==> src/rtl/assert_macros.svh <==
// Assertion macros for the RTL files.
// No dependencies; included by files that carry concurrent assertions.
`ifndef ASSERT_MACROS_SVH
`define ASSERT_MACROS_SVH

// Implication checked on every rising clock edge outside reset
`define ASSERT_IMPLIES(label, clk, rst_n, ante, cons) \
    label: assert property (@(posedge clk) disable iff (!(rst_n)) (ante) |-> (cons)) \
        else $error("assertion failed");

// Implication whose consequence is checked in the following cycle
`define ASSERT_NEXT(label, clk, rst_n, ante, cons) \
    label: assert property (@(posedge clk) disable iff (!(rst_n)) (ante) |=> (cons)) \
        else $error("assertion failed");

// Condition that must never hold
`define ASSERT_NEVER(label, clk, rst_n, expr) \
    label: assert property (@(posedge clk) disable iff (!(rst_n)) !(expr)) \
        else $error("assertion failed");

`endif

==> src/rtl/iisat_pkg.sv <==
// Shared types and constants of the three-channel integral image block.
// No dependencies; used by all iisat modules and the top level.
package iisat_pkg;

    localparam int MAX_WIDTH  = 2048;
    localparam int MAX_HEIGHT = 2048;
    localparam int NUM_LANES  = 3;

    localparam int CH_W    = 8;
    localparam int SUM_W   = 32;
    localparam int SIZE_W  = 12;
    localparam int COL_W   = $clog2(MAX_WIDTH);
    localparam int ROW_W   = $clog2(MAX_HEIGHT);
    localparam int CFG_IDX_W = 1;

    // Configuration register indexes
    localparam logic [CFG_IDX_W-1:0] REG_IMAGE_WIDTH  = 1'd0;
    localparam logic [CFG_IDX_W-1:0] REG_IMAGE_HEIGHT = 1'd1;

    localparam logic [SIZE_W-1:0] WIDTH_RESET  = 12'd640;
    localparam logic [SIZE_W-1:0] HEIGHT_RESET = 12'd480;
    localparam logic [SIZE_W-1:0] WIDTH_MAX    = SIZE_W'(MAX_WIDTH);
    localparam logic [SIZE_W-1:0] HEIGHT_MAX   = SIZE_W'(MAX_HEIGHT);

    typedef struct packed {
        logic [CH_W-1:0] channel_0;
        logic [CH_W-1:0] channel_1;
        logic [CH_W-1:0] channel_2;
    } t_pixel;

    typedef struct packed {
        logic [SUM_W-1:0] sum_0;
        logic [SUM_W-1:0] sum_1;
        logic [SUM_W-1:0] sum_2;
        logic             frame_end;
    } t_result;

    // Control from the sequencer to the lanes and the output stage
    typedef struct packed {
        logic             accept;     // pixel taken this cycle
        logic             advance;    // stage-1 item moves to the output register
        logic             s1_valid;   // stage 1 holds an item
        logic [COL_W-1:0] rd_addr;    // line-buffer column of the pixel being taken
        logic [COL_W-1:0] wr_addr;    // line-buffer column of the stage-1 item
        logic             use_prev;   // stage-1 item is below the first row
        logic             clr_row;    // pixel being taken ends its row
        logic             fwd_hit;    // read collides with the write of this cycle
        logic             frame_end;  // stage-1 item is the last of the frame
    } t_lane_ctl;

endpackage

==> src/rtl/iisat_merge.sv <==
// Output register that joins the three lane sums and the frame-end mark into one item.
// Depends on iisat_pkg.
module iisat_merge (
    input  logic                        i_clk,
    input  logic                        i_rst_n,
    input  iisat_pkg::t_lane_ctl        i_ctl,
    input  logic [iisat_pkg::SUM_W-1:0] i_sum_0,
    input  logic [iisat_pkg::SUM_W-1:0] i_sum_1,
    input  logic [iisat_pkg::SUM_W-1:0] i_sum_2,
    output logic                        o_out_free,
    output logic                        o_out_valid,
    input  logic                        i_out_stall,
    output iisat_pkg::t_result          o_out_data
);

    logic               r_out_valid;
    iisat_pkg::t_result r_out_data;

    // Room for a new item when empty or when the held one is taken now
    assign o_out_free = !r_out_valid || !i_out_stall;

    always_ff @(posedge i_clk) begin
        if (!i_rst_n) begin
            r_out_valid <= 1'b0;
        end else if (i_ctl.advance) begin
            r_out_valid <= 1'b1;
        end else if (!i_out_stall) begin
            r_out_valid <= 1'b0;
        end
    end

    always_ff @(posedge i_clk) begin
        if (i_ctl.advance) begin
            r_out_data.sum_0     <= i_sum_0;
            r_out_data.sum_1     <= i_sum_1;
            r_out_data.sum_2     <= i_sum_2;
            r_out_data.frame_end <= i_ctl.frame_end;
        end
    end

    assign o_out_valid = r_out_valid;
    assign o_out_data  = r_out_data;

endmodule

==> config.mk <==
export PLATFORM = sky130hd
export DESIGN_NAME = iisat_merge
export DESIGN_NICKNAME = d
export VERILOG_FILES = /design/src/rtl/assert_macros.svh /design/src/rtl/iisat_pkg.sv /design/src/rtl/iisat_merge.sv
export SDC_FILE = /design/constraint.sdc
export NUM_CORES = 1
export LEC_CHECK = 0
export BUFFER_PORTS_ARGS = -buffer_cell sky130_fd_sc_hd__buf_2
export CORE_MARGIN = 2
export CORE_UTILIZATION = 41
export CTS_BUF_LIST = sky130_fd_sc_hd__clkbuf_2 sky130_fd_sc_hd__clkbuf_4 sky130_fd_sc_hd__clkbuf_8
export DETAILED_ROUTE_END_ITERATION = 8
export MAX_ROUTING_LAYER = met4
export PLACE_DENSITY = 0.9
export SETUP_SLACK_MARGIN = 0.4
export SYNTH_ARGS = -nofsm -noshare
export SYNTH_HDL_FRONTEND = slang
export SYNTH_SLANG_ARGS = --single-unit
==> constraint.sdc <==
create_clock -name i_clk -period 0.8 [get_ports i_clk]
set_clock_uncertainty 0.1 [all_clocks]
set_input_delay 0.04 -clock i_clk [delete_from_list [all_inputs] [get_ports i_clk]]
set_output_delay 0.04 -clock i_clk [all_outputs]
set_load 0.05 [all_outputs]
* Word level (Yosys, flattened, before mapping)
Index checks and enable logic that the tools add are counted.
Storage, ports and cells: logic and storage cells 11, output and inout port bits 99, input bits 128, flip-flop bits (word level) 98
Operators by class: reductions and logical operators 3, muxes and demuxes 2, equal/unequal tests 1
Operator list (number):
- $logic_not A1 Y1 | 2
- $mux W1 | 2
- $ne A2 B2 Y1 const B | 1
- $logic_or A1 B1 Y1 | 1

* Depth between registers and ports, before layout
depth after elaboration 2, mapped depth 2, depth with buffers taken out 2

* Worst setup path after synthesis
No wires, ideal clock.
path kind register to output, from register r_out_valid, in the netlist o_out_valid, to output o_out_free, path buffers 0, data required time 660 ps, path slack -400 ps, stages on the path, launching flop included 2, arrival time 1060 ps, path through dfxtp_1 nand2_1
On the way: longest elaborated chain between the ends 2
RTL lines:
- start, declared | RTL line iisat_merge.sv:16 | logic r_out_valid;
- start signal, assigned | RTL line iisat_merge.sv:24 | r_out_valid <= 1'b0;
- start signal, assigned | RTL line iisat_merge.sv:26 | r_out_valid <= 1'b1;
- start signal, assigned | RTL line iisat_merge.sv:28 | r_out_valid <= 1'b0;
- $logic_not A1 Y1 | RTL line iisat_merge.sv:20 | assign o_out_free = !r_out_valid || !i_out_stall;
- $logic_or A1 B1 Y1 | RTL line iisat_merge.sv:20
- end, declared | RTL line iisat_merge.sv:10 | output logic o_out_free,
Every way passes these cells.

* Worst setup path in the final report
from register r_out_data, in the netlist o_out_data[6], to output o_out_data[6] (netlist name)
RTL lines:
- start, declared | RTL line iisat_merge.sv:17 | iisat_pkg::t_result r_out_data;
- end, declared | RTL line iisat_merge.sv:13 | output iisat_pkg::t_result o_out_data
No word-level cell between the ends.

==> impl_results.md <==
- Area leader, netlist: edfxtp_1
- H-tree level count: 3
- Clock Latency Late Sink: approximately 0.36 ns
- Die Y: 88.8 um
- Syn. warnings: 0
- # clock sinks: 98
- Vias/cell: 4.52
- RR Startpoint: o_out_valid$_SDFFE_PN0P_
- Hold Path Origin: i_sum_2[9]
- Crit-path max cell delay: between 0.4 and 0.5 ns
- Final hold viol count: 98
- Largest net degree at the start of global routing: 24
- PnR worst setup slack: -0.312 ns
- Switching power: 0.00367 W
- Power share of the sequential group: 0.526
- Final ANT Viol Nets: 0
- GRT Resource Usage Total: 0.217
- Slew headroom: 0.911
- CP max stage cell: edfxtp_1
- CP startpoint kind: flip-flop
- Seq/Total Area, Yosys: 0.995
- Max-cap viol count: 0
- Die width: 88.8 um
- IO Pins: 227
- Leakage power: ~2.2 nW
- Critical path, cell by cell: buf_6
- Layout net count: approximately 450
- Max frequency: between 800 and 900 MHz
- GR Overflow Total: 0
- CTS tree: yes
- Hold WC Path Type: in -> reg
- First-iteration detailed-routing DRC count: 69
- Power density cells: between 2000 and 2500 nW/um2
- Clock Power Share: 0.241
- Routed WL: slightly above 8 mm
- RSZ-0062 raised after global routing: yes
- Post-synth top area share: 0.988
- Row count: 30
- Synth Register Bits: 98
- Tmin final: about 1.1 ns
- Gate count of the mapped netlist: 101
- Final Wtd Congestion: 0.702
- Worst flop-to-flop path endpoint: o_out_valid$_SDFFE_PN0P_
- TritonCTS Buffers: 9
- Initial antenna violation count: 0
- Status: finished, violations left
- Crit-path leading delay family: flip-flops
- Synth Net Count: 229
- Clk buf depth: 2
- Pre-antenna DRT Iters: 4
- Setup violators final: 100
- CP Buf/Inv Count: 1
- Hold depth: 1
- Sw Share: 0.306
- Core Footprint: 6870 um2
- CTS root buf: clkbuf_8
- Reg-to-reg slack, setup: -0.06 ns
- Worst slack, placed: -0.0230 ns
- Setup crit end kind: output pin
- CP required: 0.66 ns
- Port Buffers: 199
- Layout area overhead: 73.3%
- Tightest Pin Transition: 0.133 ns
- Via Count: about 1900
- Average size of a mapped cell: 29.2 um2
- Final worst-path cycle share: 1.39
- DR WL/cell: 19.7 um
- Post-synth cell types: 5
- Worst Path Max Fanout: 1
- Arr. time, crit path: 0.97 ns
- Worst reg2reg path depth: 3
- Worst vdd ir: between 1 and 1.5 mV
- Violated checks: negative hold slack, negative setup slack
- CTS clk-pin slew, worst paths: around 0.10 ns
- Die Area: 7880 um2
- Synthesized cell area: 2950 um2
- Initial Utilization: 0.429
- Dpl hpwl: 5.16 mm
- Diodes inserted: 0
- Count of pins over their slew limit: 0
- Worst hold endpoint: o_out_data[10]$_DFFE_PP_
- Fin Hold WS: -0.255 ns
- Critical path class: reg -> out
- Synth top area cells: edfxtp_1 99%, dfxtp_1 0.68%, nor2b_1 0.21%, a21oi_1 0.17%, nand2_1 0.13%
- Cell Int Power: 0.00833 W
- Vias in the first global route: 2153
- Fraction of layout cells with a size suffix above 1: 0.699
- # DRC: 0
- First-pass GRT wire length: 11.4 mm
- Combinational share of power: 0.233
cell usage after synthesis:
library cell and count:
edfxtp_1 97, dfxtp_1 1, nor2b_1 1, nand2_1 1, a21oi_1 1
area by class of cell:
class                      count  area [um2]
clock buffer                  11         139
clock inverter                 5        40.0
timing repair buffer         209        1850
sequential                    98        2940
fill                         400        1760
tap                           96         120
multi-input combinational      3        26.3
per-layer routing:
layer	up-vias	part of all wire	global-route usage
li1	848	-	-
met1	920	0.33	0.224
met2	125	0.57	0.383
met3	14	0.079	0.0597
met4	0	0.019	0.0964
met5	-	0	-
logic make-up after synthesis:
group            after synthesis  synth area share
AND/OR/NAND/NOR                2           0.00340
flip-flops                    98             0.995
AO/OA/AOI/OAI                  1           0.00170
per-stage QoR:
step | instance area (um2) | cells | TNS, ns | power [W] | utilization
floorplan | 2960 | 101 | 0 | 0.00776 | -
global route | 5110 | 422 | -29.97 | 0.0124 | 0.744
detailed placement | 4160 | 401 | -1.25 | 0.00852 | 0.605
finish | 5110 | 422 | -25.76 | 0.0120 | 0.744
global placement | 4160 | 401 | -0.363 | 0.00847 | 0.605
CTS | 5060 | 420 | -27.02 | 0.0120 | 0.736
flip-flops by register name, indices dropped and copies added, names as in the netlist:
name / count
o_out_data: 97
o_out_valid: 1
worst reg2reg max path: stages, from the launching register on:
cell and delay, ns:
dfxtp_4 0.38, buf_6 0.12, a21oi_2 0.11, nor2b_1 0.05
how the worst max path moves through the flow:
stage,depth (start not counted),startpoint,slack (ns),end
floorplan,2,o_out_valid$_SDFFE_PN0P_,0.03,o_out_valid$_SDFFE_PN0P_
global placement,2,i_ctl[27],-0.01,o_out_data[47]$_DFFE_PP_
detailed placement,2,i_ctl[27],-0.02,o_out_data[7]$_DFFE_PP_
CTS,1,o_out_data[50]$_DFFE_PP_,-0.31,o_out_data[50]
global route,1,o_out_data[24]$_DFFE_PP_,-0.35,o_out_data[24]
finish,1,o_out_data[6]$_DFFE_PP_,-0.31,o_out_data[6]
placed cells by master, fill, tap and decap left out:
cell type     n
a21oi_2       1
buf_12        3
buf_16        4
buf_2        99
buf_6       100
buf_8         2
clkbuf_16     1
clkbuf_4      2
clkbuf_8      9
clkinv_4      1
clkinvlp_4    3
dfxtp_4       1
edfxtp_1     97
inv_6         1
nand2_4       1
nor2b_1       1
power groups by stage:
stage          combinational, W  clock [W]  sequential (W)
4_1_cts                 0.00275    0.00294         0.00629
5_1_grt                 0.00288    0.00315         0.00634
3_3_place_gp            0.00218          0         0.00628
6_report                0.00280    0.00290         0.00631
3_5_place_dp            0.00222          0         0.00630
2_1_floorplan         0.0000151          0         0.00774
timing repair:
action | 4_1_cts | 5_1_grt
gates cloned | 3 | 1
resized for setup | 205 | 5
buffers inserted | 0 | 1
pin swaps | 0 | 1
endpoints found under the hold margin | 113 | 111
endpoints found under the setup margin | 176 | 120
Note: power is estimated with default switching activity, not from simulation.
