==> src/rtl/assert_macros.svh <==
// Assertion macros for the RTL files.
// No dependencies; included by files that carry concurrent assertions.
`ifndef ASSERT_MACROS_SVH
`define ASSERT_MACROS_SVH

// Implication checked on every rising clock edge outside reset
`define ASSERT_IMPLIES(label, clk, rst_n, ante, cons) \
    label: assert property (@(posedge clk) disable iff (!(rst_n)) (ante) |-> (cons)) \
        else $error("assertion failed");

// Implication whose consequence is checked in the following cycle
`define ASSERT_NEXT(label, clk, rst_n, ante, cons) \
    label: assert property (@(posedge clk) disable iff (!(rst_n)) (ante) |=> (cons)) \
        else $error("assertion failed");

// Condition that must never hold
`define ASSERT_NEVER(label, clk, rst_n, expr) \
    label: assert property (@(posedge clk) disable iff (!(rst_n)) !(expr)) \
        else $error("assertion failed");

`endif

==> src/rtl/iisat_pkg.sv <==
// Shared types and constants of the three-channel integral image block.
// No dependencies; used by all iisat modules and the top level.
package iisat_pkg;

    localparam int MAX_WIDTH  = 2048;
    localparam int MAX_HEIGHT = 2048;
    localparam int NUM_LANES  = 3;

    localparam int CH_W    = 8;
    localparam int SUM_W   = 32;
    localparam int SIZE_W  = 12;
    localparam int COL_W   = $clog2(MAX_WIDTH);
    localparam int ROW_W   = $clog2(MAX_HEIGHT);
    localparam int CFG_IDX_W = 1;

    // Configuration register indexes
    localparam logic [CFG_IDX_W-1:0] REG_IMAGE_WIDTH  = 1'd0;
    localparam logic [CFG_IDX_W-1:0] REG_IMAGE_HEIGHT = 1'd1;

    localparam logic [SIZE_W-1:0] WIDTH_RESET  = 12'd640;
    localparam logic [SIZE_W-1:0] HEIGHT_RESET = 12'd480;
    localparam logic [SIZE_W-1:0] WIDTH_MAX    = SIZE_W'(MAX_WIDTH);
    localparam logic [SIZE_W-1:0] HEIGHT_MAX   = SIZE_W'(MAX_HEIGHT);

    typedef struct packed {
        logic [CH_W-1:0] channel_0;
        logic [CH_W-1:0] channel_1;
        logic [CH_W-1:0] channel_2;
    } t_pixel;

    typedef struct packed {
        logic [SUM_W-1:0] sum_0;
        logic [SUM_W-1:0] sum_1;
        logic [SUM_W-1:0] sum_2;
        logic             frame_end;
    } t_result;

    // Control from the sequencer to the lanes and the output stage
    typedef struct packed {
        logic             accept;     // pixel taken this cycle
        logic             advance;    // stage-1 item moves to the output register
        logic             s1_valid;   // stage 1 holds an item
        logic [COL_W-1:0] rd_addr;    // line-buffer column of the pixel being taken
        logic [COL_W-1:0] wr_addr;    // line-buffer column of the stage-1 item
        logic             use_prev;   // stage-1 item is below the first row
        logic             clr_row;    // pixel being taken ends its row
        logic             fwd_hit;    // read collides with the write of this cycle
        logic             frame_end;  // stage-1 item is the last of the frame
    } t_lane_ctl;

endpackage

==> src/rtl/iisat_ctrl.sv <==
// Sequencer: frame size registers, column/row counters, stage-1 valid and handshake.
// Depends on iisat_pkg.
module iisat_ctrl (
    input  logic                           i_clk,
    input  logic                           i_rst_n,
    input  logic                           i_cfg_we,
    input  logic [iisat_pkg::CFG_IDX_W-1:0] i_cfg_index,
    input  logic [iisat_pkg::SIZE_W-1:0]    i_cfg_data,
    input  logic                           i_in_valid,
    output logic                           o_in_stall,
    input  logic                           i_out_free,
    output iisat_pkg::t_lane_ctl           o_ctl
);

    logic [iisat_pkg::SIZE_W-1:0] r_width;
    logic [iisat_pkg::SIZE_W-1:0] r_height;
    logic [iisat_pkg::COL_W-1:0]  r_col;
    logic [iisat_pkg::ROW_W-1:0]  r_row;
    logic                         r_s1_valid;
    logic [iisat_pkg::COL_W-1:0]  r_s1_addr;
    logic                         r_s1_use_prev;
    logic                         r_s1_last;

    logic [iisat_pkg::SIZE_W-1:0] w_width;
    logic [iisat_pkg::SIZE_W-1:0] w_height;
    logic                         w_last_col;
    logic                         w_last_row;
    logic                         w_advance;
    logic                         w_accept;

    // Configuration writes
    always_ff @(posedge i_clk) begin
        if (!i_rst_n) begin
            r_width  <= iisat_pkg::WIDTH_RESET;
            r_height <= iisat_pkg::HEIGHT_RESET;
        end else if (i_cfg_we) begin
            unique case (i_cfg_index)
                iisat_pkg::REG_IMAGE_WIDTH:  r_width  <= i_cfg_data;
                iisat_pkg::REG_IMAGE_HEIGHT: r_height <= i_cfg_data;
                default: ;
            endcase
        end
    end

    // Effective frame size: zero counts as one, large values saturate
    always_comb begin
        if (r_width == '0)
            w_width = iisat_pkg::SIZE_W'(1);
        else if (r_width > iisat_pkg::WIDTH_MAX)
            w_width = iisat_pkg::WIDTH_MAX;
        else
            w_width = r_width;
        if (r_height == '0)
            w_height = iisat_pkg::SIZE_W'(1);
        else if (r_height > iisat_pkg::HEIGHT_MAX)
            w_height = iisat_pkg::HEIGHT_MAX;
        else
            w_height = r_height;
    end

    assign w_last_col = ({1'b0, r_col} + iisat_pkg::SIZE_W'(1)) >= w_width;
    assign w_last_row = ({1'b0, r_row} + iisat_pkg::SIZE_W'(1)) >= w_height;

    // Handshake: stage 1 empties into the output register when that has room
    assign w_advance  = r_s1_valid && i_out_free;
    assign o_in_stall = r_s1_valid && !w_advance;
    assign w_accept   = i_in_valid && !o_in_stall;

    // Position counters
    always_ff @(posedge i_clk) begin
        if (!i_rst_n) begin
            r_col <= '0;
            r_row <= '0;
        end else if (w_accept) begin
            if (w_last_col) begin
                r_col <= '0;
                r_row <= w_last_row ? '0 : r_row + iisat_pkg::ROW_W'(1);
            end else begin
                r_col <= r_col + iisat_pkg::COL_W'(1);
            end
        end
    end

    // Stage-1 occupancy
    always_ff @(posedge i_clk) begin
        if (!i_rst_n) begin
            r_s1_valid <= 1'b0;
        end else if (w_accept) begin
            r_s1_valid <= 1'b1;
        end else if (w_advance) begin
            r_s1_valid <= 1'b0;
        end
    end

    // Stage-1 item attributes
    always_ff @(posedge i_clk) begin
        if (w_accept) begin
            r_s1_addr     <= r_col;
            r_s1_use_prev <= (r_row != '0);
            r_s1_last     <= w_last_col && w_last_row;
        end
    end

    always_comb begin
        o_ctl.accept    = w_accept;
        o_ctl.advance   = w_advance;
        o_ctl.s1_valid  = r_s1_valid;
        o_ctl.rd_addr   = r_col;
        o_ctl.wr_addr   = r_s1_addr;
        o_ctl.use_prev  = r_s1_use_prev;
        o_ctl.clr_row   = w_last_col;
        o_ctl.fwd_hit   = w_advance && (r_col == r_s1_addr);
        o_ctl.frame_end = r_s1_last;
    end

endmodule

==> config.mk <==
export PLATFORM = sky130hd
export DESIGN_NAME = iisat_ctrl
export DESIGN_NICKNAME = d
export VERILOG_FILES = /design/src/rtl/assert_macros.svh /design/src/rtl/iisat_pkg.sv /design/src/rtl/iisat_ctrl.sv
export SDC_FILE = /design/constraint.sdc
export NUM_CORES = 1
export LEC_CHECK = 0
export ABC_AREA = 1
export BUFFER_PORTS_ARGS = -buffer_cell sky130_fd_sc_hd__buf_2
export CELL_PAD_IN_SITES_DETAIL_PLACEMENT = 0
export CELL_PAD_IN_SITES_GLOBAL_PLACEMENT = 1
export CORE_UTILIZATION = 40
export DETAILED_ROUTE_END_ITERATION = 7
export HOLD_SLACK_MARGIN = 0.15
export PLACE_DENSITY_LB_ADDON = 0.1
export SETUP_SLACK_MARGIN = 0.05
export SLEW_MARGIN = 25
export SYNTH_ARGS = -nofsm -noshare
export SYNTH_HDL_FRONTEND = slang
export SYNTH_SLANG_ARGS = --single-unit
==> constraint.sdc <==
create_clock -name i_clk -period 2.7 [get_ports i_clk]
set_input_delay 0.135 -clock i_clk [delete_from_list [all_inputs] [get_ports i_clk]]
set_output_delay 0.135 -clock i_clk [all_outputs]
set_load 0.02 [all_outputs]
# Word-level counts from Yosys, hierarchy flattened
# Index checks and enable logic that the tools add are counted.
[word_totals]
regBits = 60
inputBits = 18
out_inout_bits = 30
word_cells = 40
[op_classes]
n_addsub = 4
magnitude_cmp = 4
eq_ne = 1
n_mux = 8
bitwise_logic = 1
reduce_logical = 14
[ops]
columns = ["cell", "n"]
rows = [
  ["$mux W12", 4],
  ["$add A11 B1 Y12 const B", 2],
  ["$ge A12 B12 Y1", 2],
  ["$gt A12 B12 Y1 const B", 2],
  ["$logic_not A12 Y1", 2],
  ["$add A11 B1 Y11 const B", 2],
  ["$mux W11", 2],
  ["$eq A11 B11 Y1", 1],
  ["$reduce_bool A11 Y1", 1],
  ["$reduce_and A2 Y1", 3],
  ["$logic_and A1 B1 Y1", 5],
  ["$logic_not A1 Y1", 2],
  ["$mux W1", 2],
  ["$reduce_bool A2 Y1", 1],
  ["$not A1 Y1", 1],
]

# Logic depth before layout (Yosys ltp)
[logic_depth]
depth_word = 6
depth_mapped = 20
mapped_depth_nobuf = 19

# Worst setup path after synthesis
# No wires, ideal clock.
[synth_timing]
path_kind = "register -> register"
start = "register r_col[1] (netlist bit)"
end = "register r_col[9] (netlist bit)"
setup_time_ns = 0.070
arrival_ns = 2.329
required_time_ns = 2.630
path_slack_ns = 0.300
path_stages_with_launch = 16
n_path_buf = 1
synth_period_minus_slack_ns = 2.400
cell_sequence = "dfxtp_1 > ha_1 > nand2_1 > nor2_1 > nand3_1 > nand2_1 > nand2_1 > ha_1 > nand2_1 > nor2_4 > nand2_4 > nor2_4 > nand2_2 > clkbuf_1 > nand4_1 > a21oi_1"
[synth_via]
elab_chain_len = 3
elab_cells_between_ends = 4
cone_classes = "add/sub: 2; order compare: 1; mux: 1"
[synth_rtl]
columns = ["element", "line_no", "rtl"]
rows = [
  ["start: declaration", "iisat_ctrl.sv:17", "logic [iisat_pkg::COL_W-1:0] r_col;"],
  ["start signal: assignment", "iisat_ctrl.sv:79", "r_col <= r_col + iisat_pkg::COL_W'(1);"],
  ["$add A11 B1 Y12", "iisat_ctrl.sv:61", "assign w_last_col = ({1'b0, r_col} + iisat_pkg::SIZE_W'(1)) >= w_width;"],
  ["$ge A12 B12 Y1", "iisat_ctrl.sv:61", ""],
  ["$mux W11 *", "iisat_ctrl.sv:75", "if (w_last_col) begin"],
]
# Mark *: on every way between the ends. The rest lies on a longest branch, timed or not.
# A chain may end at the register's enable or synchronous reset.

==> flow_summary.toml <==
[sta]
hold_viol = 0
min_period_ns = 2.55
rsz0062_at_grt = "yes"
worst_slew_pin_slew_ns = 0.449
slew_violations = 0
clock_skew_ns = 0.00632
setup_viol_count_final = 0
period_share_pct = 94.5
setup_slack_ns = 0.148
max_freq_ghz = 0.392
slew_headroom_pct = 70.0

[critical_path]
cp-start-kind = "register"
path_buf_inv = 1
worstPathCellList = "nor2_1 -> nand2_1 -> nor3_2 -> nand3_2 -> nand2_4 -> nand2_1 -> ha_1 -> nand2_1 -> nor2_4 -> nand2_4 -> nor2_4 -> nor2_4 -> nand2_4 -> clkbuf_4"
worstSetupPathType = "reg -> out"
r2r_setup_slack_ns = 0.32
endpoint_kind = "output port"
cp_max_fo = 5
slowest_stage = "dfxtp_1"
critPathTopFamily = "simple AND/OR/NAND/NOR gates"
critPathRequiredTime_ns = 2.57
slowest_delay_ns = 0.33
crit_arrival_ns = 2.42

[floorplan]
die_h_um = 98.1
rows = 34
ios = 48
fp.dieW_um = 98.1
core_um2 = 8850
initial_core_util_pct = 41.7
die-area_um2 = 9620

[global_route]
gr-total-overflow = 0
track_usage_pct = 20.0
grt_pass1_wl_mm = 15.2
grt_antenna_before_repair = 0
grt_max_degree = 21
first_global_vias = 3182

[drt]
drtIter0Drc = 113
ant_nets = 0
drt_wl_total_mm = 9.32
post_drt_wl_per_cell_um = 13.0
vias = 3519
route.detailed.drc = 4
via_per_inst = 4.92
drt_first_pass_iters = 6

[min_path]
min_path_type = "in -> reg"

[finish]
seq_area_um2 = 1340
num-fill-cells = 922
drive_gt1_share_pct = 18.1
fin_util_pct = 50.7
final_nets = 647
instances_no_fill = 715
final_area_um2 = 4490
syn_to_final_growth_pct = 21.5
multiInputGateArea_um2 = 2060
num_antenna_cells = 0

[logic_synthesis]
yosys_warnings = 0
synth_xor_area_share_pct = 1.66
avgSynthCellArea_um2 = 6.86
muxShareOfSynthArea_pct = 0
syn_area_um2 = 3690
synth_edf_count = 13
synth_top_family_by_area = "simple AND/OR/NAND/NOR gates"
synthesis.nets = 583
async_flop_share_pct = 0
postSynthCellCount = 538
seq_area_frac_synth_pct = 36.1
ys_types = 30
yosys.area_share.simple_pct = 34.8
synth_flop_cell = "dfxtp_1"
ys_seq_elements = 60
synth-adder-area-share_pct = 9.15
synth-compound-area-share_pct = 7.93

[placement]
dpl.cell_count = 682
place.gp.congestion = 0.829
dpl_worst_slack_ns = 0.174
dp_hpwl_mm = 6.98
place_area_um2 = 4020
port_buffers = 47

[cts]
cts.sinks = 60
h-tree-depth = 3
clock_latency_ns = 0.34
cts_root_buf = "clkbuf_8"
clk_pin_slew_ns = 0.07
clockBufferDepth = 2
cts_made_buffers = 9
cts_tree = "yes"

[power]
peakVddDrop_mv = 0.222
power_leakage_nw = 2.23
powerDensity_nw_per_um2 = 485

[flow_run]
cap_violations = 0

[status]
failed_checks = "DRC"
status = "finished, violations left"
-- logic make-up after synthesis --
| family | Yosys count |
|---|---|
| XOR/XNOR | 7 |
| adder cells (fa/ha/maj) | 27 |
| flip-flops | 60 |
| buffers and inverters | 89 |
| AND/OR/NAND/NOR | 299 |
| AO/OA/AOI/OAI | 56 |
-- stage by stage --
| step | setup TNS, ns | hold slack (ns) | power (mW) |
|---|---|---|---|
| 6_report | 0 | 0.192 | 2.18 |
| 3_5_place_dp | 0 | 0.362 | 1.30 |
| 3_3_place_gp | 0 | 0.363 | 1.30 |
| 5_1_grt | -0.0232 | 0.200 | 2.28 |
| 2_1_floorplan | 0 | 0.248 | 1.22 |
| 4_1_cts | 0 | 0.178 | 2.19 |
-- cells in the mapped netlist, types with 2 or more instances --
master    instances  share of area [%]
nand2_1         155                 16
o22ai_1           2               0.34
inv_2             3               0.30
o21ai_0          24                3.3
xor2_1            5                1.2
nand4_1          16                2.7
ha_1             27                9.1
buf_2             5               0.68
nand2_4           3               0.91
nand3_1          24                3.3
o21ai_1           5               0.68
inv_1            61                6.2
buf_6             2               0.61
nor2_4            5                1.5
dfxtp_1          47                 25
buf_4             8                1.6
nor3_1            6               0.81
nand2_2           2               0.34
clkbuf_1          9               0.91
nor2_1           81                8.2
edfxtp_1         13                 11
xnor2_1           2               0.47
a21oi_1          22                3.0
nor4_1            5               0.85
-- registers in the layout (all words and copies together), names as in the netlist --
signal and flops:
r_s1_last 1, r_height 12, r_col 11, r_s1_use_prev 1
r_s1_valid 1, r_width 12, r_s1_addr 11, r_row 11
-- area by class of cell --
type,count,area share (%)
multi-input combinational,390,46.0
inverter,65,5.44
timing repair buffer,76,11.0
clock buffer,10,2.85
sequential,60,29.9
tap,108,3.01
clock inverter,6,1.76
-- power breakdown --
group / switching [mW] / internal [mW] / leakage (nW)
combinational: 0.189 / 0.122 / 1.61
clock: 0.357 / 0.512 / 0.107
sequential: 0.0358 / 0.959 / 0.518
total: 0.582 / 1.59 / 2.23
-- layout by cell type (no fill, tap or decap), types with 2 or more instances in the layout --
| cell | n |
|---|---|
| nand2_1 | 153 |
| nor2_1 | 78 |
| inv_1 | 60 |
| buf_2 | 46 |
| dfxtp_1 | 40 |
| ha_1 | 25 |
| o21ai_0 | 24 |
| nand3_1 | 23 |
| a21oi_1 | 20 |
| nand4_1 | 16 |
| dlygate4sd3_1 | 16 |
| buf_4 | 13 |
| edfxtp_1 | 13 |
| clkbuf_8 | 9 |
| nor2_4 | 7 |
| dfxtp_2 | 6 |
| xor2_1 | 5 |
| o21ai_1 | 5 |
| inv_2 | 4 |
| nor3_1 | 4 |
| nand2_4 | 4 |
| nor4_1 | 4 |
| nand2_2 | 4 |
| clkinv_2 | 3 |
| nor3_2 | 2 |
| nor2_2 | 2 |
| a21oi_2 | 2 |
| clkinv_1 | 2 |
| o22ai_1 | 2 |
| xnor2_1 | 2 |
| bufinv_16 | 2 |
-- worst paths after layout --
check                                              start                       to  cells after the start
worst max-delay path             r_width[7]$_SDFFE_PN1P_                 o_ctl[2]                     14
worst min-delay path                             i_rst_n  r_width[4]$_SDFFE_PN0P_                      3
worst max register to register  r_height[4]$_SDFFE_PN0P_   r_row[10]$_SDFFE_PN0P_                     15
worst min register to register   r_width[7]$_SDFFE_PN1P_  r_width[7]$_SDFFE_PN1P_                      2
-- what timing repair did --
| action | in CTS | in global routing |
|---|---|---|
| setup buffers | 0 | 0 |
| pin swaps | 0 | 3 |
| setup endpoints to repair | 1 | 22 |
| endpoints found under the hold margin | 24 | 0 |
| cloned | 0 | 1 |
| gates resized for setup | 5 | 23 |
| hold buffers | 16 | 0 |
-- routing by layer --
metal  track usage (%)  up-vias  wire, um
met5                 0        -         0
met4              7.58        0       136
met3              3.22       12       383
met2              31.0       76      4080
met1              27.9     1585      4720
li1                  -     1846         -
-- worst reg2reg max path, cell delays in order, from the launching register on --
cell and delay, ns:
dfxtp_1 0.33, nor4_1 0.33, nand3_1 0.15, nand2_2 0.18, nand2_1 0.08, ha_1 0.29
nand2_1 0.06, nor2_1 0.15, nand2_1 0.07, nor2_1 0.08, nand2_1 0.07, nand2_1 0.12
buf_4 0.17, nor2_1 0.05, nor2_1 0.08, nor2_1 0.06
(Power assumes the default switching activity.)
